--- src/sv/spmb_queue.sv ---
// Small register FIFO between the front and back parts of the core.
// No dependencies.
`timescale 1ns / 1ps
`default_nettype none

module spmb_queue #(
	parameter int unsigned WIDTH = 8,
	parameter int unsigned DEPTH = 2
) (
	input  wire logic             clk,
	input  wire logic             arst_n,
	input  wire logic             push,
	input  wire logic [WIDTH-1:0] wr_data,
	input  wire logic             pop,
	output logic      [WIDTH-1:0] rd_data,
	output logic                  full,
	output logic                  not_empty
);

	localparam int unsigned PTR_W = (DEPTH > 1) ? $clog2(DEPTH) : 1;
	localparam int unsigned CNT_W = $clog2(DEPTH + 1);

	logic [WIDTH-1:0] slot_q [DEPTH];
	logic [PTR_W-1:0] wr_ptr_q;
	logic [PTR_W-1:0] rd_ptr_q;
	logic [CNT_W-1:0] count_q;

	assign full      = (count_q == CNT_W'(DEPTH));
	assign not_empty = (count_q != '0);
	assign rd_data   = slot_q[rd_ptr_q];

	// Storage
	always_ff @(posedge clk) begin
		if (push) begin
			slot_q[wr_ptr_q] <= wr_data;
		end
	end

	// Pointers and fill level
	always_ff @(posedge clk or negedge arst_n) begin
		if (!arst_n) begin
			wr_ptr_q <= '0;
			rd_ptr_q <= '0;
			count_q  <= '0;
		end else begin
			if (push) begin
				wr_ptr_q <= (wr_ptr_q == PTR_W'(DEPTH - 1)) ? '0 : wr_ptr_q + PTR_W'(1);
			end
			if (pop) begin
				rd_ptr_q <= (rd_ptr_q == PTR_W'(DEPTH - 1)) ? '0 : rd_ptr_q + PTR_W'(1);
			end
			if (push && !pop) begin
				count_q <= count_q + CNT_W'(1);
			end else if (pop && !push) begin
				count_q <= count_q - CNT_W'(1);
			end
		end
	end

endmodule

`default_nettype wire

--- config.mk ---
export PLATFORM = sky130hd
export DESIGN_NAME = spmb_queue
export DESIGN_NICKNAME = d
export VERILOG_FILES = /design/src/sv/spmb_queue.sv
export SDC_FILE = /design/constraint.sdc
export NUM_CORES = 1
export LEC_CHECK = 0
export BUFFER_PORTS_ARGS = -buffer_cell sky130_fd_sc_hd__buf_2
export CAP_MARGIN = 20
export CORE_MARGIN = 2
export CORE_UTILIZATION = 26
export CTS_BUF_LIST = sky130_fd_sc_hd__clkbuf_16
export CTS_CLUSTER_SIZE = 24
export DETAILED_ROUTE_END_ITERATION = 8
export SLEW_MARGIN = 20
export SYNTH_ARGS = -nofsm -noshare
export SYNTH_HDL_FRONTEND = slang
export SYNTH_SLANG_ARGS = --single-unit
--- constraint.sdc ---
create_clock -name clk -period 1.12 [get_ports clk]
set_input_delay 0.336 -clock clk [delete_from_list [all_inputs] [get_ports clk]]
set_output_delay 0.336 -clock clk [all_outputs]
set_load 0.005 [all_outputs]
# Word-level counts from Yosys, hierarchy flattened
# Memory sizes are Yosys's and may differ from the RTL's.
# Cells that the tools add are included.
# totals
output_inout_bits,10
mem_bits_rw,16
input_bits,12
elab_cells,21
register_bits,4
mem_count,1
# mem_list
name,words,word_bits,read_ports,rd_ports_with_merged_regs,write_ports,line,rtl
slot_q,2,8,1,0,1,23,logic [WIDTH-1:0] slot_q [DEPTH];
# classes
reduce_logical,6
n_addsub,4
eq_ne,1
n_mux,6
# op_table
operator,n
1-bit two-way mux,4
2-bit two-way mux,2
2-bit nonzero test,2
1-bit adder (second input constant),2
2-bit by 1-bit adder with 2-bit output (second input constant),1
2-bit == test (second input constant),1
1-bit logical AND,2
1-bit zero test,2
2-bit by 1-bit subtractor with 2-bit output (second input constant),1

# Depth between registers and ports, before layout
# logic_depth
word_depth,4
mapped_depth,5
mapped_depth_nobuf,5

# Worst setup path before layout
# Ideal clock, no wire load.
# synth_path
path_type,flip-flop to flip-flop
startpoint,reg wr_ptr_q
endpoint,"mem slot_q[0][0], enable pin"
t_arrival_ns,0.789
setup_time_ns,0.373
required_ns,0.747
slack_ns,-0.042
path_stages_with_launch,2
period_less_slack_ns,1.162
path_buffers,0
path_cell_list,dfrtp_1 > nor2b_1
# synth_rtl
item,line,rtl
from (decl),24,logic [PTR_W-1:0] wr_ptr_q;
from (signal assigned),47,wr_ptr_q <= (wr_ptr_q == PTR_W'(DEPTH - 1)) ? '0 : wr_ptr_q + PTR_W'(1);
to (decl),23,
# Straight into the memory's write port.

# Final worst setup path
# layout_path
startpoint,reg rd_ptr_q
endpoint,out rd_data[0]
# layout_between
elab_chain_len,1
# layout_lines
item,line,rtl
from (decl),25,logic [PTR_W-1:0] rd_ptr_q;
from (signal assigned),50,rd_ptr_q <= (rd_ptr_q == PTR_W'(DEPTH - 1)) ? '0 : rd_ptr_q + PTR_W'(1);
memory read 2 x 8 bit,--,
to (decl),15,"output logic [WIDTH-1:0] rd_data,"
# Every way passes these cells.

==> run_results.csv <==
group,metric,value,unit
clock_network,clock-sinks,20,
synth,netlist.area_leader.share,62.1,%
drt,drt_iter0_drc,0,
floorplan,die_height,58.5,um
sta,setup_slack,-0.415,ns
setup_path,worstSetupPathType,"register to output pin",
floorplan,initial_core_util,27.8,%
drt,totalWireLength,1260,um
clock_network,cts-root-buf,"clkbuf_16",
place,gp_congestion,0.586,
sta,finalCriticalPeriod,1.54,ns
sta,finalHoldViolations,0,
cells_and_area,nFillCells,270,
setup_path,worst_setup_path_start_kind,"register",
cells_and_area,most-common-layout-cells,"edfxtp_1, buf_2, buf_4",
global_route,grt_antenna_before_repair,0,
sta,finalCritPeriodShare,137,%
sta,finClkSkew,0.00366,ns
cells_and_area,post-route-util,41.4,%
outcome,status,"complete, but fails checks",
sta,hold_ws,0.275,ns
synth,ys_seq_area_share,75.1,%
job,maxCapViolCount,0,
drt,avgViaCountPerCell,4.19,
clock_network,numCtsBuffers,3,
drt,routedWlPerCell,11.5,um
pwr,p_switching,693,uW
pwr,p_leak,0.000498,uW
setup_path,r2r_cells,5,
pwr,switching_share,23.9,%
synth,synth_area,773,um2
pwr,p_int,2210,uW
pwr,max-vdd-ir-drop,1.29,mV
pwr,p_clk_share,24.4,%
setup_path,worst_ep_required_time,0.78,ns
place,io_buffers,21,
sta,fmax,651,MHz
synth,ys_types,13,
global_route,track_usage,7.81,%
cells_and_area,diodes,0,
clock_network,clock_path_buffers,2,
clock_network,clk_latency,0.25,ns
floorplan,ioPinCount,22,
drt,first_pass_iters,1,
pwr,pwr-share-seq,37.9,%
setup_path,r2r_start,"count_q[0]",
outcome,violations,"negative setup slack",
global_route,grt-ovfl-total,0,
hold_path,hold_depth,1,
setup_path,r2r-end,"count_q[1]",
place,dp_hpwl,881,um
clock_network,path_clk_slew,0.05,ns
setup_path,path_max_fanout,5,
floorplan,die_w,58.5,um
sta,slew_violations,0,
hold_path,min_to,"slot_q[0][6]",
floorplan,die_area,3430,um2
sta,worstMarginPinSlew,0.139,ns
pwr,power_density,2520,nW/um2
global_route,grt_max_degree,12,
sta,setup_violations,11,
floorplan,fp-row-count,19,
sta,rsz0062_at_grt,"yes",
clock_network,cts-htree-levels,1,
pwr,share_comb_of_total_power,37.8,%
hold_path,min_from,"wr_data[6]",
hold_path,worstHoldPathType,"input pin to register",
synth,syn_area_per_cell,18.9,um2
setup_path,critPathCaptureType,"output pin",
setup_path,r2r_setup_slack,-0.02,ns
drt,post-route-drc-count,0,
place,pre_cts_ws,-0.294,ns
sta,relSlewSlack,90.7,%
cells_and_area,area_delta_synth_final,48.9,%
synth,synthCells,41,
cells_and_area,layout-drive-gt1-share,61.5,%
drt,via_count,457,
cells_and_area,final_common_cell,"edfxtp_1",
floorplan,core-area,2780,um2
global_route,grt_pass1_wl,2000,um
synth,ys_ff_latch,20,
clock_network,cts_tree,"yes",
synth,syn_nets,54,
synth,yosysWarnings,0,
setup_path,worst-endpoint-arrival,1.20,ns
global_route,grt_pass1_vias,467,
cells_and_area,final_nets,92,
synth,yosys-top-cells-area,"edfxtp_1, dfrtp_1, mux2_2, xor2_1, ha_1",
drt,ant_nets,0,
synth,synth_area_leader_cell,"edfxtp_1",
## repair_timing
action	in CTS	in global routing
pin swaps	1	0
setup endpoints to repair	10	10
hold buffers	1	0
resized for setup	6	10
setup buffers	3	2
hold endpoints to repair	4	0
## cell type report
class                   count  area [um2]  area share [%]
clock buffers               3        75.1            6.52
repair buffers             34         246            21.4
well taps                  31        38.8            3.37
clock inverters             1        3.75           0.326
multi-input cells          19         201            17.5
flip-flops and latches     20         582            50.5
inverters                   1        3.75           0.326
## logic make-up (layout without fill, tap and decap cells)
group | after synthesis | after routing | synth area share (%)
XOR/XNOR | 5 | 5 | 5.66
adder cells (fa/ha/maj) | 1 | 1 | 1.62
buffers and inverters | 2 | 39 | 1.94
flip-flops | 20 | 20 | 75.1
multiplexers | 8 | 8 | 11.7
AND/OR/NAND/NOR | 5 | 5 | 4.05
## power groups by stage
stage / logic, uW / clock network, uW / registers (uW)
floorplan: 433 / 0 / 1090
global placement: 689 / 0 / 1150
detailed placement: 702 / 0 / 1150
CTS: 907 / 723 / 1090
global route: 1180 / 745 / 1120
finish: 1090 / 706 / 1100
## through the flow
| step | setup TNS [ns] | instance area, um2 | instances | total power (uW) |
|---|---|---|---|---|
| 2_1_floorplan | 0 | 776 | 41 | 1520 |
| 3_3_place_gp | -2.26 | 961 | 99 | 1840 |
| 3_5_place_dp | -2.37 | 961 | 99 | 1850 |
| 4_1_cts | -3.63 | 1090 | 107 | 2720 |
| 5_1_grt | -4.04 | 1150 | 109 | 3040 |
| 6_report | -3.68 | 1150 | 109 | 2900 |
## critical path, cell delays in order, from the launching register on
cell and delay, ns:
dfrtp_2 0.40, buf_6 0.14, mux2_4 0.30, buf_6 0.11
## routing by layer
layer  routed length, um  track usage [%]  up-vias  share of wire [%]
met5                   0                0        -                  0
met4                  12             3.99        0               0.95
met3                  85             2.64        2                6.8
met2                 604             12.2       16                 48
met1                 555             9.58      214                 44
li1                    -                -      225                  -
## synth_stat cells
cell      number
xnor2_1        1
nor2_1         1
or2_2          1
ha_1           1
mux2_2         8
nor2b_1        1
and2_1         1
inv_1          1
and2b_2        1
buf_6          1
xor2_1         4
dfrtp_1        4
edfxtp_1      16
## registers in the layout (all words and copies together), names as in the netlist
signal,count
slot_q,16
count_q,2
rd_ptr_q,1
wr_ptr_q,1
## worst max path at each step
stage / from / to / cells after the start
after global routing: rd_ptr_q / rd_data[4] / 3
after detailed placement: rd_ptr_q / rd_data[0] / 2
after global placement: rd_ptr_q / rd_data[1] / 2
after floorplan: rd_ptr_q / rd_data[0] / 2
after CTS: rd_ptr_q / rd_data[4] / 3
final: rd_ptr_q / rd_data[0] / 3
No activity file was read; power rests on OpenSTA's default activity.
