### config.mk
export PLATFORM = sky130hd
export DESIGN_NAME = spmb_front_flat
export DESIGN_NICKNAME = d
export VERILOG_FILES = /design/src/sv/spmb_pkg.sv /design/src/sv/spmb_if.sv /design/src/sv/spmb_front.sv /design/src/flat_wrapper.sv
export SDC_FILE = /design/constraint.sdc
export NUM_CORES = 1
export LEC_CHECK = 0
export BUFFER_PORTS_ARGS = -buffer_cell sky130_fd_sc_hd__buf_4
export CAP_MARGIN = 20
export CORE_UTILIZATION = 47
export DETAILED_ROUTE_END_ITERATION = 8
export PLACE_DENSITY = 0.78
export SYNTH_ARGS = -nofsm -noshare
export SYNTH_HDL_FRONTEND = slang
export SYNTH_SLANG_ARGS = --single-unit
### constraint.sdc
create_clock -name clk -period 4.2 [get_ports clk]
set_input_delay 0.21 -clock clk [delete_from_list [all_inputs] [get_ports clk]]
set_output_delay 0.21 -clock clk [all_outputs]
set_load 0.01 [all_outputs]
### src/sv/spmb_pkg.sv
// Package for the scrolling pattern mask blend core: pixel and queue entry
// types, register map, command codes, reset values and the gray weighting.
// No dependencies.
`timescale 1ns / 1ps
`default_nettype none

package spmb_pkg;

	// Configuration port geometry
	localparam int unsigned APB_ADDR_W = 5;
	localparam int unsigned APB_DATA_W = 32;
	localparam int unsigned REG_IDX_W  = 3;

	// Register indexes (byte address is 4 * index)
	localparam logic [REG_IDX_W-1:0] REG_FRAME_WIDTH    = 3'd0;
	localparam logic [REG_IDX_W-1:0] REG_FRAME_HEIGHT   = 3'd1;
	localparam logic [REG_IDX_W-1:0] REG_PATTERN_WIDTH  = 3'd2;
	localparam logic [REG_IDX_W-1:0] REG_PATTERN_HEIGHT = 3'd3;
	localparam logic [REG_IDX_W-1:0] REG_EFFECT_ALPHA   = 3'd4;
	localparam logic [REG_IDX_W-1:0] REG_RESULT_KEEP    = 3'd5;

	// Register reset values
	localparam logic [11:0] FRAME_WIDTH_RST    = 12'd640;
	localparam logic [11:0] FRAME_HEIGHT_RST   = 12'd480;
	localparam logic [7:0]  PATTERN_WIDTH_RST  = 8'd128;
	localparam logic [7:0]  PATTERN_HEIGHT_RST = 8'd128;
	localparam logic [10:0] EFFECT_ALPHA_RST   = 11'd717;
	localparam logic [10:0] RESULT_KEEP_RST    = 11'd819;

	// Command codes of an input transaction
	localparam logic CMD_LOAD  = 1'b0;
	localparam logic CMD_PIXEL = 1'b1;

	// Width of the load index field
	localparam int unsigned INDEX_W = 14;

	typedef struct packed {
		logic [11:0] frame_width;
		logic [11:0] frame_height;
		logic [7:0]  pattern_width;
		logic [7:0]  pattern_height;
		logic [10:0] effect_alpha;
		logic [10:0] result_keep;
	} cfg_regs_t;

	typedef struct packed {
		logic [7:0] r;
		logic [7:0] g;
		logic [7:0] b;
	} bgr_t;

	// Classified transaction as it travels from front to back
	typedef struct packed {
		logic is_load;
		logic mask;
		logic frame_end;
		bgr_t cur;
		bgr_t bg;
	} entry_info_t;

	// Luma: (1868 B + 9617 G + 4899 R + 8192) >> 14
	function automatic logic [7:0] gray8(bgr_t p);
		logic [21:0] s;
		s = 22'(p.b) * 22'd1868 + 22'(p.g) * 22'd9617 + 22'(p.r) * 22'd4899 + 22'd8192;
		return s[21:14];
	endfunction

endpackage

`default_nettype wire

### src/sv/spmb_if.sv
// Valid/ready channel interfaces of the scrolling pattern mask blend core:
// the input transaction channel and the composited pixel channel.
// No dependencies.
`timescale 1ns / 1ps
`default_nettype none

interface spmb_in_if;
	logic        valid;
	logic        ready;
	logic        command;
	logic [13:0] texel_index;
	logic [7:0]  cur_b;
	logic [7:0]  cur_g;
	logic [7:0]  cur_r;
	logic [7:0]  bg_b;
	logic [7:0]  bg_g;
	logic [7:0]  bg_r;
	logic        mask;

	modport source (
		output valid, command, texel_index, cur_b, cur_g, cur_r, bg_b, bg_g, bg_r, mask,
		input  ready
	);
	modport sink (
		input  valid, command, texel_index, cur_b, cur_g, cur_r, bg_b, bg_g, bg_r, mask,
		output ready
	);
endinterface


`default_nettype wire

### src/sv/spmb_front.sv
// Front part: accepts input transactions, tracks raster and pattern position,
// and turns each transaction into a queue entry with its store address.
// Depends on spmb_pkg and spmb_in_if.
`timescale 1ns / 1ps
`default_nettype none

module spmb_front #(
	parameter int unsigned PATTERN_MAX_W = 128,
	parameter int unsigned PATTERN_MAX_H = 128,
	parameter int unsigned MAX_FRAME_DIM = 2048,
	parameter int unsigned ADDR_W        = 14
) (
	input  wire logic                   clk,
	input  wire logic                   arst_n,
	spmb_in_if.sink                     feed,
	input  wire spmb_pkg::cfg_regs_t    cfg,
	input  wire logic                   push_ready,
	output logic                        push_valid,
	output spmb_pkg::entry_info_t       push_info,
	output logic [ADDR_W-1:0]           push_addr
);

	localparam int unsigned STORE_DEPTH = PATTERN_MAX_W * PATTERN_MAX_H;
	localparam int unsigned PXC_W = $clog2(PATTERN_MAX_W);
	localparam int unsigned PXD_W = $clog2(PATTERN_MAX_W + 1);
	localparam int unsigned PYC_W = $clog2(PATTERN_MAX_H);
	localparam int unsigned PYD_W = $clog2(PATTERN_MAX_H + 1);
	localparam int unsigned FC_W  = $clog2(MAX_FRAME_DIM);
	localparam int unsigned FD_W  = $clog2(MAX_FRAME_DIM + 1);

	logic [FD_W-1:0]  fw, fh;
	logic [PXD_W-1:0] pw;
	logic [PYD_W-1:0] ph;

	logic [FC_W-1:0]  col_q, row_q;
	logic [PXC_W-1:0] scroll_x_q, tcol_q;
	logic [PYC_W-1:0] scroll_y_q, trow_q;

	logic             accept, is_load, pix_acc, idx_ok;
	logic             col_last, row_last;
	logic [PXC_W-1:0] tcol_next, sx_next, sx_eff, tcol_start;
	logic [PYC_W-1:0] trow_next, sy_next, trow_start;
	logic [PXD_W-1:0] tcol_inc, sx_inc;
	logic [PYD_W-1:0] trow_inc, sy_inc;
	logic [ADDR_W-1:0] tex_addr;

	// Clamp sizes: zero counts as one, large values saturate
	always_comb begin
		if (cfg.frame_width == '0) fw = FD_W'(1);
		else if (32'(cfg.frame_width) > MAX_FRAME_DIM) fw = FD_W'(MAX_FRAME_DIM);
		else fw = FD_W'(cfg.frame_width);
		if (cfg.frame_height == '0) fh = FD_W'(1);
		else if (32'(cfg.frame_height) > MAX_FRAME_DIM) fh = FD_W'(MAX_FRAME_DIM);
		else fh = FD_W'(cfg.frame_height);
		if (cfg.pattern_width == '0) pw = PXD_W'(1);
		else if (32'(cfg.pattern_width) > PATTERN_MAX_W) pw = PXD_W'(PATTERN_MAX_W);
		else pw = PXD_W'(cfg.pattern_width);
		if (cfg.pattern_height == '0) ph = PYD_W'(1);
		else if (32'(cfg.pattern_height) > PATTERN_MAX_H) ph = PYD_W'(PATTERN_MAX_H);
		else ph = PYD_W'(cfg.pattern_height);
	end

	// Classification
	assign feed.ready = push_ready;
	assign accept     = feed.valid && push_ready;
	assign is_load    = (feed.command == spmb_pkg::CMD_LOAD);
	assign pix_acc    = accept && !is_load;
	assign idx_ok     = (32'(feed.texel_index) < STORE_DEPTH);
	assign push_valid = accept && (!is_load || idx_ok);

	// Raster end detection
	assign col_last = (FD_W'(col_q) + FD_W'(1)) >= fw;
	assign row_last = (FD_W'(row_q) + FD_W'(1)) >= fh;

	// Pattern coordinate stepping with wrap at the pattern size
	always_comb begin
		tcol_inc  = PXD_W'(tcol_q) + PXD_W'(1);
		tcol_next = (tcol_inc >= pw) ? '0 : PXC_W'(tcol_inc);
		trow_inc  = PYD_W'(trow_q) + PYD_W'(1);
		trow_next = (trow_inc >= ph) ? '0 : PYC_W'(trow_inc);
		sx_inc    = PXD_W'(scroll_x_q) + PXD_W'(1);
		sx_next   = (sx_inc >= pw) ? '0 : PXC_W'(sx_inc);
		sy_inc    = PYD_W'(scroll_y_q) + PYD_W'(1);
		sy_next   = (sy_inc >= ph) ? '0 : PYC_W'(sy_inc);
		// start of a row uses the scroll value in effect after this pixel
		sx_eff    = row_last ? sx_next : scroll_x_q;
		if (sx_eff == '0 || PXD_W'(sx_eff) >= pw) tcol_start = '0;
		else tcol_start = PXC_W'(pw - PXD_W'(sx_eff));
		if (sy_next == '0 || PYD_W'(sy_next) >= ph) trow_start = '0;
		else trow_start = PYC_W'(ph - PYD_W'(sy_next));
	end

	assign tex_addr = ADDR_W'(trow_q) * ADDR_W'(PATTERN_MAX_W) + ADDR_W'(tcol_q);

	// Queue entry
	always_comb begin
		push_info.is_load   = is_load;
		push_info.mask      = feed.mask;
		push_info.frame_end = col_last && row_last;
		push_info.cur       = '{r: feed.cur_r, g: feed.cur_g, b: feed.cur_b};
		push_info.bg        = '{r: feed.bg_r, g: feed.bg_g, b: feed.bg_b};
		push_addr           = is_load ? ADDR_W'(feed.texel_index) : tex_addr;
	end

	// Position counters advance on every accepted pixel
	always_ff @(posedge clk or negedge arst_n) begin
		if (!arst_n) begin
			col_q      <= '0;
			row_q      <= '0;
			scroll_x_q <= '0;
			scroll_y_q <= '0;
			tcol_q     <= '0;
			trow_q     <= '0;
		end else if (pix_acc) begin
			if (col_last) begin
				col_q  <= '0;
				tcol_q <= tcol_start;
				if (row_last) begin
					row_q      <= '0;
					scroll_x_q <= sx_next;
					scroll_y_q <= sy_next;
					trow_q     <= trow_start;
				end else begin
					row_q  <= row_q + FC_W'(1);
					trow_q <= trow_next;
				end
			end else begin
				col_q  <= col_q + FC_W'(1);
				tcol_q <= tcol_next;
			end
		end
	end

endmodule

`default_nettype wire

### src/flat_wrapper.sv
// flat-port wrapper written by rule: the top's interface ports become plain ports
module spmb_front_flat 
#(
	parameter int unsigned PATTERN_MAX_W = 128,
	parameter int unsigned PATTERN_MAX_H = 128,
	parameter int unsigned MAX_FRAME_DIM = 2048,
	parameter int unsigned ADDR_W        = 14
)
  (clk, arst_n, cfg, push_ready, push_valid, push_info, push_addr, feed_valid, feed_command, feed_texel_index, feed_cur_b, feed_cur_g, feed_cur_r, feed_bg_b, feed_bg_g, feed_bg_r, feed_mask, feed_ready);
  spmb_in_if feed_i ();
  input  wire logic clk;
  input  wire logic arst_n;
  input  wire spmb_pkg::cfg_regs_t cfg;
  input  wire logic push_ready;
  output logic push_valid;
  output spmb_pkg::entry_info_t push_info;
  output logic [ADDR_W-1:0] push_addr;
  input wire logic [$bits(feed_i.valid)-1:0] feed_valid;
  input wire logic [$bits(feed_i.command)-1:0] feed_command;
  input wire logic [$bits(feed_i.texel_index)-1:0] feed_texel_index;
  input wire logic [$bits(feed_i.cur_b)-1:0] feed_cur_b;
  input wire logic [$bits(feed_i.cur_g)-1:0] feed_cur_g;
  input wire logic [$bits(feed_i.cur_r)-1:0] feed_cur_r;
  input wire logic [$bits(feed_i.bg_b)-1:0] feed_bg_b;
  input wire logic [$bits(feed_i.bg_g)-1:0] feed_bg_g;
  input wire logic [$bits(feed_i.bg_r)-1:0] feed_bg_r;
  input wire logic [$bits(feed_i.mask)-1:0] feed_mask;
  output wire logic [$bits(feed_i.ready)-1:0] feed_ready;
  assign feed_i.valid = feed_valid;
  assign feed_i.command = feed_command;
  assign feed_i.texel_index = feed_texel_index;
  assign feed_i.cur_b = feed_cur_b;
  assign feed_i.cur_g = feed_cur_g;
  assign feed_i.cur_r = feed_cur_r;
  assign feed_i.bg_b = feed_bg_b;
  assign feed_i.bg_g = feed_bg_g;
  assign feed_i.bg_r = feed_bg_r;
  assign feed_i.mask = feed_mask;
  assign feed_ready = feed_i.ready;
  spmb_front #(.PATTERN_MAX_W(PATTERN_MAX_W), .PATTERN_MAX_H(PATTERN_MAX_H), .MAX_FRAME_DIM(MAX_FRAME_DIM), .ADDR_W(ADDR_W)) u_core (.clk(clk), .arst_n(arst_n), .feed(feed_i), .cfg(cfg), .push_ready(push_ready), .push_valid(push_valid), .push_info(push_info), .push_addr(push_addr));
endmodule
Yosys cells after proc, flatten, opt, wreduce, memory -nomap -nowiden
Cells that the tools add are included.

word-level totals
  register bits after elaboration = 50
  bits in latches = 0
  memory bits (writable) = 0
  memory bits (read-only) = 0
  word-level logic and storage cells = 63
  memories = 0

cells by class
  add/sub/neg operators = 11
  multiply operators = 0
  div/mod/pow operators = 0
  order comparisons = 12
  equal/unequal tests = 0
  shifts and indexed selects = 0
  multiplexer cells = 20
  bitwise gates (word level) = 1
  reduce and logical (&&, ||, !) cells = 13

operator list
  operator                                       count
  two-way mux 7 bit                              9
  two-way mux 12 bit                             4
  adder 7 x 1 -> 8 bit, second input constant    4
  >= comparator 8 bit                            4
  two-way mux 8 bit                              4
  adder 11 x 1 -> 12 bit, second input constant  2
  >= comparator 12 bit                           2
  > comparator 12 bit, second input constant     2
  zero test 12 bit                               2
  adder 11 x 1 -> 11 bit, second input constant  2
  two-way mux 11 bit                             2
  >= comparator 7 x 8 -> 1 bit                   2
  > comparator 8 bit, second input constant      2
  zero test 8 bit                                2
  adder 14 x 7 -> 14 bit                         1
  zero test 7 bit                                2
  two-way mux 14 bit                             1
  subtractor 7 bit                               2
  logical AND 1 bit                              3
  AND reduction 3 bit                            1
  logical OR 1 bit                               2
  AND reduction 2 bit                            1
  NOT 1 bit                                      1

Logic depth before layout (Yosys ltp)
  depth after elaboration = 10
  mapped depth = 23

Least setup slack after synthesis
OpenSTA, ideal clock, no wires.

  path type = register to register
  start point = register u_core.row_q[0]
  end point = register u_core.tcol_q[4]
  library setup time = 0.074 ns
  data arrival time = 4.281 ns
  data required time = 4.126 ns
  setup slack = -0.155 ns
  stages on the path, launching flop included = 21
  buffers on the path = 2
  period minus slack after synthesis = 4.355 ns
  cells stage by stage = dfrtp_1 ha_1 and3_1 and3_1 xor2_1 ha_1 and4_1 o21ai_1 o221ai_1 a21oi_2 buf_2 buf_1 nor3b_1 a21oi_1 inv_1 ha_1 a21o_1 maj3_2 a211o_1 o31a_1 o21ai_2

on the way
  word-level cells in the longest chain between the ends = 7
  elaborated cells between the ends (all ways) = 9
  classes of those cells = add/sub: 2; order compare: 2; mux: 3; reduce/logical: 2

ends and longest elaborated chain
  item                                                                    RTL line           source
  start, declared                                                         spmb_front.sv:35   logic [FC_W-1:0] col_q, row_q;
  start signal, assigned                                                  spmb_front.sv:124  row_q <= row_q + FC_W'(1);
  adder 11 x 1 -> 12 bit (*)                                              spmb_front.sv:73   assign row_last = (FD_W'(row_q) + FD_W'(1)) >= fh;
  >= comparator 12 bit (*)                                                spmb_front.sv:73
  two-way mux 7 bit (*)                                                   spmb_front.sv:86   sx_eff = row_last ? sx_next : scroll_x_q;
  via u_core.sx_eff[1]                                                    spmb_front.sv:41   logic [PXC_W-1:0] tcol_next, sx_next, sx_eff, tcol_start;
  >= comparator 7 x 8 -> 1 bit / zero test 7 bit (equally long branches)  spmb_front.sv:87   if (sx_eff == '0 || PXD_W'(sx_eff) >= pw) tcol_start = '0;
  logical OR 1 bit                                                        spmb_front.sv:87
  two-way mux 7 bit (*)                                                   spmb_front.sv:87
  two-way mux 7 bit (*)                                                   spmb_front.sv:115  if (col_last) begin
  end signal, assigned                                                    spmb_front.sv:117  tcol_q <= tcol_start;
  end signal, assigned                                                    spmb_front.sv:129  tcol_q <= tcol_next;
  end, declared                                                           spmb_front.sv:36   logic [PXC_W-1:0] scroll_x_q, tcol_q;

The timed path passes the listed nets; every way through them passes the cells marked *.
A chain may end at the register's enable or synchronous reset.

Worst setup path in the final report
  start point = register u_core.row_q[0]
  end point = register u_core.tcol_q[3]

on the way
  word-level cells in the longest chain between the ends = 7
  elaborated cells between the ends (all ways) = 9
  classes of those cells = add/sub: 2; order compare: 2; mux: 3; reduce/logical: 2

ends and longest elaborated chain
  item                                                                    RTL line
  adder 11 x 1 -> 12 bit (*)                                              spmb_front.sv:73
  >= comparator 12 bit (*)                                                spmb_front.sv:73
  two-way mux 7 bit (*)                                                   spmb_front.sv:86
  >= comparator 7 x 8 -> 1 bit / zero test 7 bit (equally long branches)  spmb_front.sv:87
  logical OR 1 bit                                                        spmb_front.sv:87
  two-way mux 7 bit (*)                                                   spmb_front.sv:87
  two-way mux 7 bit (*)                                                   spmb_front.sv:115

Mark *: on every way between the ends. The rest lies on a longest branch, timed or not.

==> impl_metrics.toml <==
[timing]
clock_skew_ns = 0.01174
grt_setup_unrepaired = "true"
hold_viol = 0
setup_slack_ns = 0.06282
slew_violations = 0
max_freq_mhz = 241.7
whs_ns = 0.4200
fin_crit_ns = 4.137
setup-violations-final = 0
finalCritPeriodShare_pct = 98.50
slew-limit-headroom_pct = 53.87
tightest_slew_ns = 0.6919

[logic_synthesis]
synth.distinct_cells = 60
syn-cell-area_um2 = 5787
synth_fp_nets = 951
ys.flop_type = "dfrtp_1"
synth-seq-area-share_pct = 21.62
netlist_instances = 733
synth-edff-count = 0
synthArstFlopShare_pct = 100.0
synth_seq_cells = 50
syn_area_per_cell_um2 = 7.895
yosysWarnings = 0

[pwr]
power.share.combinational_pct = 59.3
powerDensity_nw_per_um2 = 410.8
pwr-share-clk_pct = 14.2
p_sw_share_pct = 42.36
p_seq_share_pct = 26.5
intPower_mw = 1.675
p_sw_mw = 1.231
p_leak_nw = 3.449
vdd_ir_drop_max_mv = 0.2526

[die]
die_area_um2 = 12760
die_w_um = 113.0
fp-row-count = 40
core_um2 = 12010
die_y_um = 113.0
start_util_pct = 48.18
io_pins = 197

[drt]
antenna_left = 0
vias = 5305
drt_wl_total_mm = 14.06
drtIter0Drc = 264
drt-wirelength-per-cell_um = 14.79
first_pass_iters = 5
drc = 0
routed_via_density = 5.578

[status]
status = "completed"

[clock_network]
worst_setup_hold_path_clk_slew_ns = 0.07
root_buffer = "clkbuf_16"
clockBufferDepth = 2
cts_tree = "done"
cts.sinks = 50
numCtsBuffers = 5
htreeDepth = 2
clkLatencyLatePin_ns = 0.30

[global_route]
first_global_vias = 4912
antenna_found_initial = 0
grt_pass1_wl_mm = 21.94
grt_max_degree = 51
gr-total-overflow = 0
grt_usage_pct = 20.74

[placed_design]
dpl-instance-area_um2 = 6432
gp_congestion = 0.8477
dp.cells = 929
dp_slack_ns = -0.2040
dp_hpwl_mm = 10.05
io_buffers = 76

[setup_path]
endpoint_kind = "register"
slowest_stage = "dfrtp_1"
cp_slowest_stage_delay_ns = 0.39
path_cells = "ha_2 -> and3_4 -> and3_4 -> xor2_2 -> ha_1 -> and4_1 -> o21ai_1 -> o221ai_2 -> a21oi_4 -> or2_4 -> nor2_4 -> a21oi_4 -> ha_4 -> nand2b_4 -> a21o_1 -> maj3_2 -> a211o_1 -> buf_6 -> o21ai_2 -> mux2_4"
critPathTopFamily = "compound AO/OA/AOI/OAI gates"
worst-path-buf-inv = 1
cp-start-kind = "register"
setup.worst_path.class = "reg -> reg"
required_ns = 4.43
arrival_ns = 4.37
worstPathMaxFanout = 5

[cells_and_area]
nNetsFinal = 1021
drive_above_1_share_pct = 28.86
diodes = 0
final_area_um2 = 7074
area_delta_synth_final_pct = 22.25
num-fill-cells = 1032
final_cells = 951

[hold_path]
hold_path_class = "in -> out"

[run]
cap_viol_max_count = 0
sequential cells by signal, summed over array words and instances, names as in the netlist:
register           flops
u_core.trow_q          7
u_core.tcol_q          7
u_core.col_q          11
u_core.scroll_y_q      7
u_core.scroll_x_q      7
u_core.row_q          11
cells in the final DEF, fill, tap and decap left out, types with 9 or more instances in the layout:
cell	synthesis	layout
buf_4	51	131
nor2_1	47	40
xor2_1	18	13
a21oi_2	1	9
a21o_1	9	9
a21oi_1	40	30
nand2_1	111	108
o21ai_1	7	10
inv_1	45	42
nand3_1	32	29
ha_1	86	77
xnor2_1	27	22
nand2b_1	16	15
dfrtp_1	50	49
mux2_2	16	15
o21ai_0	41	36
routing by layer:
layer / up-vias / part of all wire (%) / global-route usage [%]
met4: 0 / 1.6 / 4.123
met3: 34 / 5.1 / 2.196
met1: 2463 / 46 / 27.99
met5: - / 0 / 0
li1: 2642 / - / -
met2: 166 / 48 / 36.09
through the flow:
step                total power, mW  util, %  TNS [ns]
floorplan                     1.787        -         0
finish                        2.906    58.90         0
CTS                           2.716    55.28         0
detailed placement            2.259    53.55    -1.720
global route                  3.162    58.90    -1.364
global placement              2.210    53.55   -0.3161
layout make-up:
type,instances,area [µm²],share of cell area [%]
Clock buffer,5,125.1,1.769
Tap cell,147,183.9,2.600
Sequential cell,50,1252,17.70
Timing Repair Buffer,136,1032,14.59
Inverter,45,168.9,2.388
Multi-Input combinational cell,565,4290,60.65
Clock inverter,3,21.27,0.3007
final timing paths:
kind,startpoint,end,slack (ns),cells after the start
worst max-delay path,u_core.row_q[0]$_DFFE_PN0P_,u_core.tcol_q[3]$_DFFE_PN0P_,0.06,20
worst min-delay path,feed_bg_g[4],push_info[12],0.42,0
worst max register to register,u_core.row_q[0]$_DFFE_PN0P_,u_core.tcol_q[3]$_DFFE_PN0P_,0.06,20
worst min register to register,u_core.row_q[9]$_DFFE_PN0P_,u_core.row_q[9]$_DFFE_PN0P_,0.53,2
max in group asynchronous,arst_n,u_core.scroll_x_q[1]$_DFFE_PN0P_,3.20,2
min in group asynchronous,arst_n,u_core.trow_q[0]$_DFFE_PN0P_,0.50,2
repair_timing:
action | CTS | global route
setup buffers | 1 | 11
endpoints found under the hold margin | 48 | 0
setup endpoints to repair | 14 | 26
gates cloned | 0 | 1
resized for setup | 11 | 70
hold buffers | 1 | 0
pin swaps | 3 | 41
power groups by stage:
| stage | clock network (mW) | logic [mW] | registers, mW |
|---|---|---|---|
| 6_report | 0.414 | 1.72 | 0.769 |
| 5_1_grt | 0.433 | 1.94 | 0.791 |
| 4_1_cts | 0.422 | 1.53 | 0.760 |
| 3_5_place_dp | 0 | 1.49 | 0.768 |
| 3_3_place_gp | 0 | 1.45 | 0.765 |
| 2_1_floorplan | 0 | 1.08 | 0.708 |
logic make-up (layout without fill, tap and decap cells):
group                      count (synthesis)  count (layout)  synth area share (%)
AOI/OAI and AO/OA                        155             155                 17.41
xor gates and xnor gates                  45              45                 6.811
adders and majority gates                 89              89                 19.48
buffers and inverters                    118             189                 10.98
DFF                                       50              50                 21.62
muxes                                     16              16                 3.113
and+or+nand+nor                          260             260                 20.58
cells in the mapped netlist, types with 3 or more instances:
master / count / area, µm²
o21ai_0: 41 / 205.2
a31oi_1: 4 / 25.02
buf_4: 51 / 382.9
ha_1: 86 / 1076
xor2_1: 18 / 157.7
nor3_1: 10 / 50.05
nor2b_1: 8 / 50.05
nor4_1: 7 / 43.79
nand2_1: 111 / 416.7
nand2b_1: 16 / 100.1
and4_1: 3 / 26.28
xnor2_1: 27 / 236.5
a21o_1: 9 / 67.56
buf_1: 3 / 11.26
and3_1: 10 / 62.56
a221oi_1: 4 / 35.03
dfrtp_1: 50 / 1251
mux2_2: 16 / 180.2
o22ai_1: 4 / 25.02
and2_1: 6 / 37.54
a211oi_1: 4 / 30.03
nand3_1: 32 / 160.2
nor2_1: 47 / 176.4
o31ai_1: 3 / 22.52
o21a_1: 6 / 45.04
o21ai_1: 7 / 35.03
o21bai_1: 3 / 22.52
o221ai_1: 3 / 26.28
o31a_1: 4 / 35.03
a21oi_1: 40 / 200.2
o41ai_1: 3 / 26.28
clkbuf_1: 18 / 67.56
inv_1: 45 / 168.9
Note: power is estimated with default switching activity, not from simulation.
